--- config.mk ---
export PLATFORM = sky130hd
export DESIGN_NAME = hex_float_to_ieee_single_flat
export DESIGN_NICKNAME = d
export VERILOG_FILES = /design/src/rtl/hfti_pkg.sv /design/src/rtl/hfti_if.sv /design/src/rtl/hex_float_to_ieee_single.sv /design/src/rtl/hfti_front.sv /design/src/rtl/hfti_queue.sv /design/src/rtl/hfti_back.sv /design/src/flat_wrapper.sv
export SDC_FILE = /design/constraint.sdc
export NUM_CORES = 1
export LEC_CHECK = 0
export BUFFER_PORTS_ARGS = -buffer_cell sky130_fd_sc_hd__buf_2
export CAP_MARGIN = 20
export CORE_AREA = 2 2 133 135
export CTS_BUF_LIST = sky130_fd_sc_hd__clkbuf_2 sky130_fd_sc_hd__clkbuf_4 sky130_fd_sc_hd__clkbuf_8
export DETAILED_ROUTE_END_ITERATION = 6
export DIE_AREA = 0 0 135 137
export PLACE_DENSITY = 0.63
export REMOVE_ABC_BUFFERS = 1
export SYNTH_ARGS = -nofsm -noshare
export SYNTH_HDL_FRONTEND = slang
export SYNTH_HIERARCHICAL = 1
export SYNTH_SLANG_ARGS = --single-unit
--- constraint.sdc ---
create_clock -name clk -period 3.9 [get_ports clk]
set_clock_uncertainty 0.2 [all_clocks]
set_input_delay 0.195 -clock clk [delete_from_list [all_inputs] [get_ports clk]]
set_output_delay 0.195 -clock clk [all_outputs]
set_load 0.05 [all_outputs]
--- src/rtl/hfti_pkg.sv ---
package hfti_pkg;

    localparam int unsigned WordWidth = 32;
    localparam int unsigned FracWidth = 24;
    localparam int unsigned LzWidth   = 5;
    localparam int unsigned ExpWidth  = 10;

    localparam logic [WordWidth-1:0] QUIET_NAN  = 32'h7fc0_0000;
    localparam logic [WordWidth-1:0] MAX_FINITE = 32'h7f7f_ffff;

    localparam logic signed [ExpWidth-1:0] EXP_OFFSET = 10'sd130;
    localparam logic signed [ExpWidth-1:0] EXP_MAX    = 10'sd254;

    typedef enum logic [1:0] {
        KIND_ZERO,
        KIND_NAN,
        KIND_NORM
    } hfti_kind_t;

    typedef struct packed {
        hfti_kind_t                  kind;
        logic                        sign;
        logic signed [ExpWidth-1:0]  exp;
        logic [FracWidth-1:0]        frac;
        logic [LzWidth-1:0]          lz;
        logic                        last;
    } hfti_item_t;

    typedef struct packed {
        logic full;
        logic empty;
    } hfti_q_status_t;

    function automatic logic [WordWidth-1:0] reverse_bytes(input logic [WordWidth-1:0] w);
        return {w[7:0], w[15:8], w[23:16], w[31:24]};
    endfunction

    // leading zero count of a nonzero fraction
    function automatic logic [LzWidth-1:0] lead_zeros(input logic [FracWidth-1:0] f);
        logic [LzWidth-1:0] lz;
        lz = '0;
        for (int i = 0; i < FracWidth; i++)
        begin
            if (f[i])
            begin
                lz = LzWidth'(FracWidth - 1 - i);
            end
        end
        return lz;
    endfunction

endpackage

--- src/rtl/hfti_if.sv ---
interface hfti_in_if
    import hfti_pkg::*;
();
    logic                 valid;
    logic                 ready;
    logic [WordWidth-1:0] hex_word;
    logic                 in_last;

    modport source (output valid, output hex_word, output in_last, input ready);
    modport sink (input valid, input hex_word, input in_last, output ready);
endinterface

interface hfti_out_if
    import hfti_pkg::*;
();
    logic                 valid;
    logic                 ready;
    logic [WordWidth-1:0] ieee_word;
    logic                 out_last;

    modport source (output valid, output ieee_word, output out_last, input ready);
    modport sink (input valid, input ieee_word, input out_last, output ready);
endinterface

interface hfti_cfg_if;
    logic valid;
    logic ready;
    logic input_swap_off;

    modport source (output valid, output input_swap_off, input ready);
    modport sink (input valid, input input_swap_off, output ready);
endinterface

--- src/rtl/hex_float_to_ieee_single.sv ---
// Converts base-16 floating-point words (sign, excess-64 exponent, 24-bit fraction) to
// IEEE 754 single precision, with optional byte reversal of each input word set by the
// one-bit configuration register (reset 1: no reversal). One word per cycle is sustained
// while the output is ready; each accepted word is queued, then registered at the output.
// The front stage swaps, classifies and counts leading zeros, a queue of QUEUE_DEPTH entries
// decouples it from the back stage, which normalizes, saturates and registers the result.
// Overflow saturates to the largest finite value, underflow flushes to +0, and a nonzero
// word with zero fraction yields the quiet NaN 0x7fc00000.
module hex_float_to_ieee_single
    import hfti_pkg::*;
#(
    parameter int unsigned QUEUE_DEPTH = 2
)
(
    input  logic       clk,
    input  logic       rst_n,
    hfti_cfg_if.sink   cfg,
    hfti_in_if.sink    hex,
    hfti_out_if.source ieee
);

    logic           swap_off_reg;
    logic           push_valid, push_ready;
    hfti_item_t     push_item;
    logic           pop_valid, pop_ready;
    hfti_item_t     pop_item;
    hfti_q_status_t q_status;

    assign cfg.ready = 1'b1;

    always_ff @(posedge clk or negedge rst_n)
    begin
        if (!rst_n)
        begin
            swap_off_reg <= 1'b1;
        end
        else if (cfg.valid)
        begin
            swap_off_reg <= cfg.input_swap_off;
        end
    end

    hfti_front u_front (
        .hex        (hex),
        .swap_off   (swap_off_reg),
        .push_valid (push_valid),
        .push_item  (push_item),
        .push_ready (push_ready)
    );

    hfti_queue #(
        .DEPTH (QUEUE_DEPTH)
    ) u_queue (
        .clk        (clk),
        .rst_n      (rst_n),
        .push_valid (push_valid),
        .push_item  (push_item),
        .push_ready (push_ready),
        .pop_valid  (pop_valid),
        .pop_item   (pop_item),
        .pop_ready  (pop_ready),
        .status     (q_status)
    );

    hfti_back u_back (
        .clk       (clk),
        .rst_n     (rst_n),
        .pop_valid (pop_valid),
        .pop_item  (pop_item),
        .pop_ready (pop_ready),
        .ieee      (ieee)
    );

`ifndef SYNTHESIS
    a_no_push_when_full: assert property (@(posedge clk) disable iff (!rst_n)
        (hex.valid && hex.ready) |-> !q_status.full)
        else $error("request accepted while queue full");

    a_queue_status: assert property (@(posedge clk) disable iff (!rst_n)
        !(q_status.full && q_status.empty))
        else $error("queue both full and empty");

    a_no_inf_out: assert property (@(posedge clk) disable iff (!rst_n)
        ieee.valid |-> (ieee.ieee_word[30:23] != 8'hff || ieee.ieee_word == QUIET_NAN))
        else $error("infinity or stray nan produced");

    a_flush_positive: assert property (@(posedge clk) disable iff (!rst_n)
        (ieee.valid && ieee.ieee_word[30:23] == 8'h00) |-> ieee.ieee_word == '0)
        else $error("denormal or negative zero produced");
`endif

endmodule

--- src/rtl/hfti_front.sv ---
module hfti_front
    import hfti_pkg::*;
(
    hfti_in_if.sink    hex,
    input  logic       swap_off,
    output logic       push_valid,
    output hfti_item_t push_item,
    input  logic       push_ready
);

    logic [WordWidth-1:0]       word;
    logic [FracWidth-1:0]       frac;
    logic [LzWidth-1:0]         lz;
    logic signed [ExpWidth-1:0] exp4;

    assign word = swap_off ? hex.hex_word : reverse_bytes(hex.hex_word);
    assign frac = word[FracWidth-1:0];
    assign lz   = lead_zeros(frac);
    assign exp4 = $signed({1'b0, word[30:24], 2'b00});

    always_comb
    begin
        push_item.sign = word[31];
        push_item.frac = frac;
        push_item.lz   = lz;
        push_item.last = hex.in_last;
        push_item.exp  = exp4 - EXP_OFFSET - $signed({{(ExpWidth-LzWidth){1'b0}}, lz});
        if (word == '0)
        begin
            push_item.kind = KIND_ZERO;
        end
        else if (frac == '0)
        begin
            push_item.kind = KIND_NAN;
        end
        else
        begin
            push_item.kind = KIND_NORM;
        end
    end

    assign push_valid = hex.valid;
    assign hex.ready  = push_ready;

endmodule

--- src/rtl/hfti_queue.sv ---
module hfti_queue
    import hfti_pkg::*;
#(
    parameter int unsigned DEPTH = 2
)
(
    input  logic           clk,
    input  logic           rst_n,
    input  logic           push_valid,
    input  hfti_item_t     push_item,
    output logic           push_ready,
    output logic           pop_valid,
    output hfti_item_t     pop_item,
    input  logic           pop_ready,
    output hfti_q_status_t status
);

    localparam int unsigned PtrW = $clog2(DEPTH);
    localparam int unsigned CntW = $clog2(DEPTH + 1);

    hfti_item_t      mem_reg [DEPTH];
    logic [PtrW-1:0] wr_ptr_reg, wr_ptr_next;
    logic [PtrW-1:0] rd_ptr_reg, rd_ptr_next;
    logic [CntW-1:0] count_reg, count_next;
    logic            push, pop;

    assign status.full  = (count_reg == CntW'(DEPTH));
    assign status.empty = (count_reg == '0);
    assign push_ready   = !status.full;
    assign pop_valid    = !status.empty;
    assign pop_item     = mem_reg[rd_ptr_reg];
    assign push         = push_valid && !status.full;
    assign pop          = pop_ready && !status.empty;

    always_comb
    begin
        wr_ptr_next = wr_ptr_reg;
        rd_ptr_next = rd_ptr_reg;
        count_next  = count_reg;
        if (push)
        begin
            wr_ptr_next = (wr_ptr_reg == PtrW'(DEPTH - 1)) ? '0 : wr_ptr_reg + 1'b1;
        end
        if (pop)
        begin
            rd_ptr_next = (rd_ptr_reg == PtrW'(DEPTH - 1)) ? '0 : rd_ptr_reg + 1'b1;
        end
        case ({push, pop})
            2'b10:   count_next = count_reg + CntW'(1);
            2'b01:   count_next = count_reg - CntW'(1);
            default: count_next = count_reg;
        endcase
    end

    always_ff @(posedge clk or negedge rst_n)
    begin
        if (!rst_n)
        begin
            wr_ptr_reg <= '0;
            rd_ptr_reg <= '0;
            count_reg  <= '0;
        end
        else
        begin
            wr_ptr_reg <= wr_ptr_next;
            rd_ptr_reg <= rd_ptr_next;
            count_reg  <= count_next;
        end
    end

    always_ff @(posedge clk)
    begin
        if (push)
        begin
            mem_reg[wr_ptr_reg] <= push_item;
        end
    end

endmodule

--- src/rtl/hfti_back.sv ---
module hfti_back
    import hfti_pkg::*;
(
    input  logic        clk,
    input  logic        rst_n,
    input  logic        pop_valid,
    input  hfti_item_t  pop_item,
    output logic        pop_ready,
    hfti_out_if.source  ieee
);

    logic                 out_valid_reg, out_valid_next;
    logic [WordWidth-1:0] out_word_reg, out_word_next;
    logic                 out_last_reg;
    logic [FracWidth-1:0] norm;
    logic                 pop;

    assign pop_ready = !out_valid_reg || ieee.ready;
    assign pop       = pop_valid && pop_ready;
    assign norm      = pop_item.frac << pop_item.lz;

    always_comb
    begin
        unique case (pop_item.kind)
            KIND_ZERO: out_word_next = '0;
            KIND_NAN:  out_word_next = QUIET_NAN;
            KIND_NORM:
            begin
                if (pop_item.exp > EXP_MAX)
                begin
                    out_word_next = {pop_item.sign, MAX_FINITE[30:0]};
                end
                else if (pop_item.exp <= $signed(ExpWidth'(0)))
                begin
                    out_word_next = '0;
                end
                else
                begin
                    out_word_next = {pop_item.sign, pop_item.exp[7:0], norm[22:0]};
                end
            end
            default:   out_word_next = '0;
        endcase
    end

    always_comb
    begin
        out_valid_next = out_valid_reg;
        if (pop)
        begin
            out_valid_next = 1'b1;
        end
        else if (ieee.ready)
        begin
            out_valid_next = 1'b0;
        end
    end

    always_ff @(posedge clk or negedge rst_n)
    begin
        if (!rst_n)
        begin
            out_valid_reg <= 1'b0;
        end
        else
        begin
            out_valid_reg <= out_valid_next;
        end
    end

    always_ff @(posedge clk)
    begin
        if (pop)
        begin
            out_word_reg <= out_word_next;
            out_last_reg <= pop_item.last;
        end
    end

    assign ieee.valid     = out_valid_reg;
    assign ieee.ieee_word = out_word_reg;
    assign ieee.out_last  = out_last_reg;

endmodule

--- src/flat_wrapper.sv ---
// flat-port wrapper written by rule: the top's interface ports become plain ports
module hex_float_to_ieee_single_flat import hfti_pkg::*;
#(
    parameter int unsigned QUEUE_DEPTH = 2
)
  (clk, rst_n, cfg_valid, cfg_input_swap_off, cfg_ready, hex_valid, hex_hex_word, hex_in_last, hex_ready, ieee_valid, ieee_ieee_word, ieee_out_last, ieee_ready);
  hfti_cfg_if cfg_i ();
  hfti_in_if hex_i ();
  hfti_out_if ieee_i ();
  input  logic clk;
  input  logic rst_n;
  input wire logic [$bits(cfg_i.valid)-1:0] cfg_valid;
  input wire logic [$bits(cfg_i.input_swap_off)-1:0] cfg_input_swap_off;
  output wire logic [$bits(cfg_i.ready)-1:0] cfg_ready;
  input wire logic [$bits(hex_i.valid)-1:0] hex_valid;
  input wire logic [$bits(hex_i.hex_word)-1:0] hex_hex_word;
  input wire logic [$bits(hex_i.in_last)-1:0] hex_in_last;
  output wire logic [$bits(hex_i.ready)-1:0] hex_ready;
  output wire logic [$bits(ieee_i.valid)-1:0] ieee_valid;
  output wire logic [$bits(ieee_i.ieee_word)-1:0] ieee_ieee_word;
  output wire logic [$bits(ieee_i.out_last)-1:0] ieee_out_last;
  input wire logic [$bits(ieee_i.ready)-1:0] ieee_ready;
  assign cfg_i.valid = cfg_valid;
  assign cfg_i.input_swap_off = cfg_input_swap_off;
  assign cfg_ready = cfg_i.ready;
  assign hex_i.valid = hex_valid;
  assign hex_i.hex_word = hex_hex_word;
  assign hex_i.in_last = hex_in_last;
  assign hex_ready = hex_i.ready;
  assign ieee_valid = ieee_i.valid;
  assign ieee_ieee_word = ieee_i.ieee_word;
  assign ieee_out_last = ieee_i.out_last;
  assign ieee_i.ready = ieee_ready;
  hex_float_to_ieee_single #(.QUEUE_DEPTH(QUEUE_DEPTH)) u_core (.clk(clk), .rst_n(rst_n), .cfg(cfg_i), .hex(hex_i), .ieee(ieee_i));
endmodule
==> flow_summary_export.csv <==
group,metric,value,unit
run_status,outcome,"finished clean",
cells_and_area,drive_above_1_share,35.1,%
pwr,worst_ir_drop_vdd,0.000470,V
cells_and_area,final_cells,905,
synthesis,yosysWarningCount,6,
placement,numPortBuffers,73,
cells_and_area,multi_input_area,0.00323,mm²
timing,min_period_over_period,93.9,%
cells_and_area,ff_latch_area,0.00367,mm²
setup_path,critPathLaunchType,"flop",
die,die_x,135,µm
setup_path,cp_max_fo,15,
job,drv_cap,0,
pwr,powerDensity,808,mW/mm²
cells_and_area,num_antenna_cells,0,
die,dieArea,0.0185,mm²
synthesis,netlist_area,0.00717,mm²
drt,avgRoutedWirePerCell,18.1,µm
cells_and_area,nFillCells,1499,
global_route,grt_pass1_vias,4830,
timing,fin_crit,3.66,ns
die,die_h,137,µm
drt,first_pass_iters,4,
cells_and_area,largest_reg_flops,84,
setup_path,critPathKind,"reg2reg",
drt,totalWireLength,16.3,mm
placement,dp.cells,830,
cells_and_area,area_growth,21.1,%
synthesis,synth_area_per_cell,13.2,µm²
drt,viasPerCell,5.54,
timing,rsz0062_at_grt,"false",
drt,ant_nets,0,
clocking,cts_buffer_depth,2,
timing,fmax,0.273,GHz
die,fp-row-count,48,
global_route,antenna_found_initial,0,
die,start_util,42.0,%
setup_path,rr_worst_depth,15,
clocking,cts_sinks,123,
timing,max_slew_margin,33.3,%
timing,slew_violations,0,
setup_path,crit_required,3.88,ns
global_route,grt_first_pass_wirelength,25.9,mm
drt,dr.first_iter.drc_count,310,
clocking,clkTransAtPathRegs,0.07,ns
drt,drc,0,
die,coreArea,0.0171,mm²
cells_and_area,fin_util,50.9,%
timing,hold_viol_final,0,
setup_path,end_kind,"flop",
clocking,cts_tree,"yes",
pwr,power_leakage,3.31,nW
global_route,grt_usage,18.3,%
global_route,overflow,0,
die,top_level_ports,75,
drt,vias,5016,
clocking,htreeDepth,4,
global_route,grt_max_degree,43,
timing,max_slew.worst_pin.slew,1.00,ns
placement,gp_congestion,0.928,
clocking,cts_buffers,17,
setup_path,cp.arrival,3.64,ns
clocking,clock_latency,0.45,ns
hold_path,hold_path_class,"in2async",
timing,final.setup.tns,0,ns
placement,dp_hpwl,11.8,mm
cells_and_area,fin_nets,717,
timing,finalSetupViolCount,0,
synthesis,synth_cells,544,
clocking,cts-root-buf,"clkbuf_8",
-- per-stage QoR --
step	instance area [µm²]	hold WS, ns	worst slack [ns]	power [mW]
floorplan	6950	-0.301	0.0759	4.77
global placement	7760	-0.166	0.257	5.62
detailed placement	7760	-0.164	0.120	5.65
CTS	8650	0.0192	0.104	7.03
global route	8680	0.0650	0.0331	7.39
finish	8680	0.0653	0.237	7.01
-- final timing paths --
kind | start | end | slack [ns]
min in group clk | hex_hex_word[8] | u_core/u_queue/mem_reg[1][22] | 0.07
setup reg to reg | u_core/swap_off_reg | u_core/u_queue/mem_reg[1][35] | 0.24
setup / recovery | u_core/swap_off_reg | u_core/u_queue/mem_reg[1][35] | 0.24
hold reg to reg | u_core/u_queue/count_reg[1] | u_core/u_queue/count_reg[1] | 0.33
max in group asynchronous | rst_n | u_core/u_queue/count_reg[0] | 2.74
hold / removal | rst_n | u_core/swap_off_reg | 0.07
-- routing by layer --
metal	track usage, %	wire [µm]	up-vias
met5	0	0	-
met4	6.42	300	0
met3	3.78	754	27
met2	29.8	7800	164
met1	24.6	7490	2455
li1	-	-	2370
-- power breakdown --
group          internal, mW  total, mW  switching [mW]
registers              2.01       2.12           0.109
clock network         0.775       1.32           0.544
logic                  1.36       3.57            2.21
-- worst max-delay path: stages, from the launching register on --
cell and delay [ns]:
dfstp_4 0.73, clkbuf_8 0.22, nor3b_1 0.26, nor2_1 0.10, nor2_1 0.10, a211oi_1 0.07, nor2_1 0.10, nor2_1 0.05
nor3_1 0.25, ha_1 0.29, inv_1 0.12, xnor2_1 0.09, ha_1 0.19, a21oi_1 0.26, o21ai_0 0.19, xor2_1 0.18
-- placed cells by master, fill, tap and decap left out, drive strengths merged, types with 4 or more instances in the layout --
cell type	count
a22oi	4
nor3	16
xor2	4
mux2i	30
dlygate4sd3	42
edfxtp	117
o31ai	4
or3	4
nand3	8
mux2	72
ha	11
xnor2	8
nand2	16
clkinv	6
or2	6
and2	4
nand2b	12
a31oi	4
nor3b	5
nand3b	4
buf	93
nor2	32
a21o	9
a21oi	17
bufinv	5
o21ai	20
dfrtp	5
inv	24
mux4	21
clkbuf	18
nor2b	8
o32ai	4
-- final cells by class --
cell class	instances	share of cell area, %
clock buffer	17	2.70
timing repair buffer	136	10.9
tap	225	3.24
sequential	123	42.3
multi-input combinational	369	37.3
inverter	20	0.865
clock inverter	15	2.72
-- timing repair --
action                                  4_1_cts  5_1_grt
hold buffers                                 42        0
gates resized for setup                       0        6
buffers inserted                              0        1
hold endpoints to repair                     54        0
endpoints found under the setup margin        0       10
Note: power is estimated with default switching activity, not from simulation.
